`src/pla_pkg.sv`:
```
// package for the path lookahead reference block
// types, opcodes, status codes and fixed-point helpers; no dependencies
package pla_pkg;

  localparam int unsigned PathDepthDef  = 1024;
  localparam int unsigned MaxHorizonDef = 32;
  localparam int unsigned HorizonRst    = 10;
  localparam int unsigned FifoDepth     = 4;

  typedef enum logic [1:0] {
    OP_APPEND = 2'd0,
    OP_QUERY  = 2'd1,
    OP_CLEAR  = 2'd2,
    OP_NONE   = 2'd3
  } opcode_e;

  typedef enum logic [1:0] {
    ST_OK    = 2'd0,
    ST_FULL  = 2'd1,
    ST_EMPTY = 2'd2
  } status_e;

  typedef struct packed {
    logic [1:0]         opcode;
    logic signed [31:0] pos_x;
    logic signed [31:0] pos_y;
    logic [15:0]        heading;
  } in_item_t;

  typedef struct packed {
    logic [1:0]         status;
    logic [9:0]         point_index;
    logic signed [31:0] ref_world_x;
    logic signed [31:0] ref_world_y;
    logic signed [31:0] ref_robot_x;
    logic signed [31:0] ref_robot_y;
    logic               last;
  } out_item_t;

  typedef enum logic [3:0] {
    BK_IDLE,
    BK_APPEND,
    BK_SIMPLE,
    BK_SCAN_RD,
    BK_SCAN,
    BK_SCAN_END,
    BK_TRIG,
    BK_EMIT_RD,
    BK_EMIT_MUL,
    BK_EMIT_SUM,
    BK_EMIT_OUT
  } bk_state_e;

  typedef enum logic [2:0] {
    TR_Z2,
    TR_IN1,
    TR_IN3,
    TR_S,
    TR_DONE
  } trig_state_e;

  // v / 65536 rounded half up, saturated to int32
  function automatic logic [31:0] scale_sat(input logic signed [65:0] v);
    logic signed [65:0] r;
    begin
      r = (v + 66'sd32768) >>> 16;
      if (r > 66'sd2147483647) scale_sat = 32'h7fffffff;
      else if (r < -66'sd2147483648) scale_sat = 32'h80000000;
      else scale_sat = r[31:0];
    end
  endfunction

endpackage

```
`src/pla_front.sv`:
```
// front end: accepts input transactions and classifies them into the command queue
// depends on pla_pkg
module pla_front
  import pla_pkg::*;
#(
  parameter int unsigned FDepth = FifoDepth
) (
  input  logic     clk_i,
  input  logic     rst_ni,
  input  logic     push_i,
  output logic     full_o,
  input  in_item_t in_item_i,
  output logic     cmd_valid_o,
  input  logic     cmd_pop_i,
  output in_item_t cmd_o
);
  localparam int unsigned Aw = $clog2(FDepth);

  in_item_t mem_q [FDepth];
  logic [Aw-1:0] wr_q, rd_q;
  logic [Aw:0]   cnt_q;
  logic wr, rd;

  // unused opcode is dropped here, it causes nothing
  assign full_o      = (cnt_q == (Aw+1)'(FDepth));
  assign wr          = push_i && !full_o && (in_item_i.opcode != OP_NONE);
  assign cmd_valid_o = (cnt_q != '0);
  assign rd          = cmd_pop_i && cmd_valid_o;
  assign cmd_o       = mem_q[rd_q];

  always_ff @(posedge clk_i) begin
    if (wr) mem_q[wr_q] <= in_item_i;
  end

  always_ff @(posedge clk_i or negedge rst_ni) begin
    if (!rst_ni) begin
      wr_q <= '0;
      rd_q <= '0;
      cnt_q <= '0;
    end else begin
      if (wr) wr_q <= (wr_q == Aw'(FDepth-1)) ? '0 : wr_q + 1'b1;
      if (rd) rd_q <= (rd_q == Aw'(FDepth-1)) ? '0 : rd_q + 1'b1;
      cnt_q <= cnt_q + (Aw+1)'(wr) - (Aw+1)'(rd);
    end
  end
endmodule

```
`config.mk`:
```
export PLATFORM = sky130hd
export DESIGN_NAME = pla_front
export DESIGN_NICKNAME = d
export VERILOG_FILES = /design/src/pla_pkg.sv /design/src/pla_front.sv
export SDC_FILE = /design/constraint.sdc
export NUM_CORES = 1
export LEC_CHECK = 0
export BUFFER_PORTS_ARGS = -buffer_cell sky130_fd_sc_hd__buf_2
export CORE_MARGIN = 2
export CORE_UTILIZATION = 50
export CTS_CLUSTER_DIAMETER = 150
export CTS_CLUSTER_SIZE = 30
export DETAILED_ROUTE_END_ITERATION = 7
export PLACE_DENSITY_LB_ADDON = 0.1
export RECOVER_POWER = 50
export SLEW_MARGIN = 25
export SYNTH_ARGS = -nofsm -noshare
export SYNTH_HDL_FRONTEND = slang
export SYNTH_SLANG_ARGS = --single-unit
```
`constraint.sdc`:
```
create_clock -name clk_i -period 3.2 [get_ports clk_i]
set_input_delay 0.64 -clock clk_i [delete_from_list [all_inputs] [get_ports clk_i]]
set_output_delay 0.64 -clock clk_i [all_outputs]
set_load 0.01 [all_outputs]
```
; ---- After elaboration in Yosys (flattened, before gate mapping)
; Memory sizes are Yosys's and may differ from the RTL's.
; Cells that the tools add are included.
[totals]
reg_bits = 7
ram_bits = 328
in_bits = 86
n_memories = 1
[mem_list]
columns = memory, words, word_bits, rd, rd_ports_with_merged_regs, wr, line
row1 = mem_q, 4, 82, 1, 0, 1, pla_front.sv:19  ; in_item_t mem_q [FDepth];
[classes]
add_sub_neg = 4
n_eq_ne = 4
muxes = 4
n_reduce_logical = 5
[ops]
columns = operator, count
row1 = $add 2x1->2 const B, 2
row2 = $eq 2x2->1 const B, 2
row3 = $mux 2, 2
row4 = $add 3x1->3, 1
row5 = $eq 3x3->1 const B, 1
row6 = $logic_and 1x1->1, 3
row7 = $reduce_bool 3->1, 1
row8 = $sub 3x1->3, 1
row9 = $mux 1, 2
row10 = $ne 2x2->1 const B, 1
row11 = $logic_not 1->1, 1

; ---- Logic depth before layout (Yosys ltp)
[logic_depth]
word_depth = 6
depth_mapped = 10
ltp_nobuf = 10

; ---- Worst setup path after synthesis
; OpenSTA, ideal clock, no wires.
[synth_timing]
path_kind = input -> register
start = input in_item_i[80] (netlist bit)
end = memory mem_q[1][0] (netlist bit) (enable)
setup_ns = 0.449
arrival_time_ns = 2.917
required_ns = 2.751
setup_slack_ns = -0.166
stages = 2
path_buffers = 0
cell_sequence = a211oi_4 -> and2_1
[synth_between]
elab_chain_len = 4
[synth_lines]
columns = element, line
row1 = from (decl), pla_front.sv:12  ; input in_item_t in_item_i,
row2 = $ne 2x2->1, pla_front.sv:26  ; assign wr = push_i && !full_o && (in_item_i.opcode != OP_NONE);
row3 = $logic_and 1x1->1, pla_front.sv:26
row4 = $mux 1, pla_front.sv:32  ; if (wr) mem_q[wr_q] <= in_item_i;
row5 = $mux 1 (implied by the code), pla_front.sv:32
row6 = to (decl), pla_front.sv:19
; No other way between the ends.

==> results.md <==
* #FFs+latches synth at approximately 340
* Power Dens Cells at between 800 and 900 nW/um^2
* Critical path class: register to primary output
* Fmax achieved at about 340 MHz
* Initial DRC Count at 349
* Unrepaired setup endpoints after global routing: false
* Num rows at 57
* Die W at approximately 160 um
* Max_slew headroom at 0.122
* Critical path arrival at 2.30 ns
* Setup_tns at 0 ns
* Fill cells at 1829
* Unique masters post-synth at 19
* Comb pwr share at 0.309
* Gr ovfl total at 0
* Mapped cell area at 12300 um^2
* DRC viols at 0
* Seq/Total Area, Yosys at 0.816
* I/O pin count at 170
* Core area at about 24000 um^2
* Top-count cell post-synth: edfxtp_1
* Setup WS post-layout at roughly 0.26 ns
* Final core occ at 0.577
* PortBufs at about 170
* EDFF count, synth at around 330
* CP peak stage delay at ~0.74 ns
* Hold Crit Class: input port to register
* DP Wirelength at about 14 mm
* Clock Skews at 0.0272 ns
* Num CTS Buffers at 15
* Root buffer cell: clkbuf_16
* CTS Buffer Depth at 3
* DR pass1 iterations at 4
* Die area at roughly 26000 um^2
* Gr usage total at 0.176
* Critical Path End Type: primary output
* Top post-synthesis cells by count: edfxtp_1 (328), mux4_2 (82), buf_2 (8), inv_1 (8)
* Die H at roughly 160 um
* Post-Syn Instances at roughly 470
* Max Cap Violations at 0
* FF+latch area at 10000 um^2
* Clock sinks at between 300 and 400
* Pwr Total at between 10 and 15 mW
* Via Count at 5472
* Flop pwr share at 0.508
* Post-Syn Area per Cell at between 20 and 30 um^2
* Clock latency on the worst-skew pair at 0.49 ns
* Internal Pwr Total at between 8 and 9 mW
* Area grow syn2layout at 14.0%
* CP cell instances: buf_12, mux4_2, buf_2
* First-pass GRT wire length at 34.2 mm
* Initial antenna violation count at 2
* Multi-input logic area at about 2100 um^2
* CP Max Fanout at 21
* GP Congestion at 0.695
* Final min period at slightly below 3 ns
* Largest net degree at the start of global routing at 48
* Vias per cell at roughly 5.5
* Clk slew on worst S/H paths at around 0.11 ns
* Starting Density at 0.507
* Nets at between 700 and 800
* Post-synth ARST share at 0.0209
* Final setup viols at 0
* Synth Warn # at 0
* DRT Wirelength at approximately 22 mm
* Syn nets at ~560
* Vias in the first global route at 5827
* H-Tree Depth at 1
* Top-area cell type share of the netlist area at 0.802
* Sw frac at 0.293
* Max-slew violation count at 0
* Ys flop type: edfxtp_1
* Net Sw Power at 3.43 mW
* Worst path slowest cell: dfrtp_4
* Final hold violations at 0
* Static Leak at 4.51 nW
* Crit path launch type: register
* Fin Hold WS at approximately 0.4 ns
* Wire per inst at between 20 and 25 um
* Post-CTS Resized at 0
* Clock power share at 0.184
* Synth area leader: edfxtp_1
* Dpl ws at ~0.53 ns
* Layout cells sized above 1 at 0.318
* Worst Tran Pin Value at about 1.3 ns
* Main area contributors after synthesis: edfxtp_1 (80%), mux4_2 (15%), dfrtp_1 (1.4%), ha_1 (0.71%), buf_6 (0.64%)
* WP data required at between 2 and 3 ns
* Status: completed
* Routed Antenna Nets at 0
* VDD IR max at between 0.0004 and 0.0005 V
* Period utilization at 0.917
* CTS tree: built
[path summary, 6_finish.rpt]
path	slack [ns]	endpoint	cells after the start	start
max	0.26	cmd_o[12]	3	rd_q[0]
max reg2reg	0.32	mem_q[3][67]	4	cnt_q[2]
min	0.39	mem_q[0][9]	1	in_item_i[9]
min reg2reg	0.57	wr_q[1]	1	wr_q[1]
max in group asynchronous	2.26	rd_q[0]	2	rst_ni
min in group asynchronous	0.60	cnt_q[2]	2	rst_ni
[area by class of cell]
| type | count | area share |
|---|---|---|
| sequential | 335 | 0.717 |
| clock buffer | 24 | 0.0292 |
| multi-input combinational | 106 | 0.150 |
| inverter | 8 | 0.00215 |
| antenna | 1 | 0.000179 |
| clock inverter | 1 | 0.00215 |
| tap | 324 | 0.0290 |
| timing repair buffer | 189 | 0.0711 |
[placed cells by master, fill, tap and decap left out, types with 3 or more instances in the layout]
master	n
and2_4	3
inv_1	8
buf_12	8
dfrtp_1	5
clkbuf_16	15
buf_2	86
buf_4	11
ha_1	7
clkbuf_1	92
edfxtp_1	328
mux4_2	82
[power groups by stage]
stage / combinational, mW / clock [mW] / sequential [mW]
floorplan: 2.48 / 0 / 5.80
global placement: 3.59 / 0 / 6.07
detailed placement: 3.62 / 0 / 6.11
CTS: 3.73 / 2.23 / 5.96
global route: 3.91 / 2.37 / 6.01
finish: 3.61 / 2.15 / 5.94
[layer usage]
| layer | wire length, um | vias to the layer above | GRT usage |
|---|---|---|---|
| met5 | 24 | - | 0 |
| met4 | 355 | 4 | 0.0422 |
| met3 | 1370 | 28 | 0.0395 |
| met2 | 10900 | 163 | 0.282 |
| met1 | 9840 | 2917 | 0.253 |
| li1 | - | 2360 | - |
[cell families after synthesis]
logic type	count (synthesis)	synth area share
xor gates and xnor gates	2	0.00143
buffers and inverters	26	0.0136
muxes	86	0.154
AOI/OAI and AO/OA	1	0.00163
adders and majority gates	8	0.00876
and+or+nand+nor	9	0.00448
DFF	335	0.816
[worst max-delay path, delay by kind of cell, from the launching register on]
kind                   cells  cell delay (ns)
flip-flops                 1             0.74
buffers and inverters      2             0.45
multiplexers               1             0.59
[metrics by stage]
stage / cells / cell area [um^2]
6_report: 988 / 14000
3_3_place_gp: 960 / 13600
5_1_grt: 987 / 14000
3_5_place_dp: 960 / 13600
4_1_cts: 987 / 14100
2_1_floorplan: 467 / 12300
[state kept, by name, summed over array words and instances, names as in the netlist]
signal  flops
wr_q        2
mem_q     328
cnt_q       3
rd_q        2
[repair_timing]
item	4_1_cts	5_1_grt
hold buffers	1	0
hold endpoints to repair	7	0
setup endpoints to repair	1	0
buffers inserted	1	0
(Power assumes the default switching activity.)
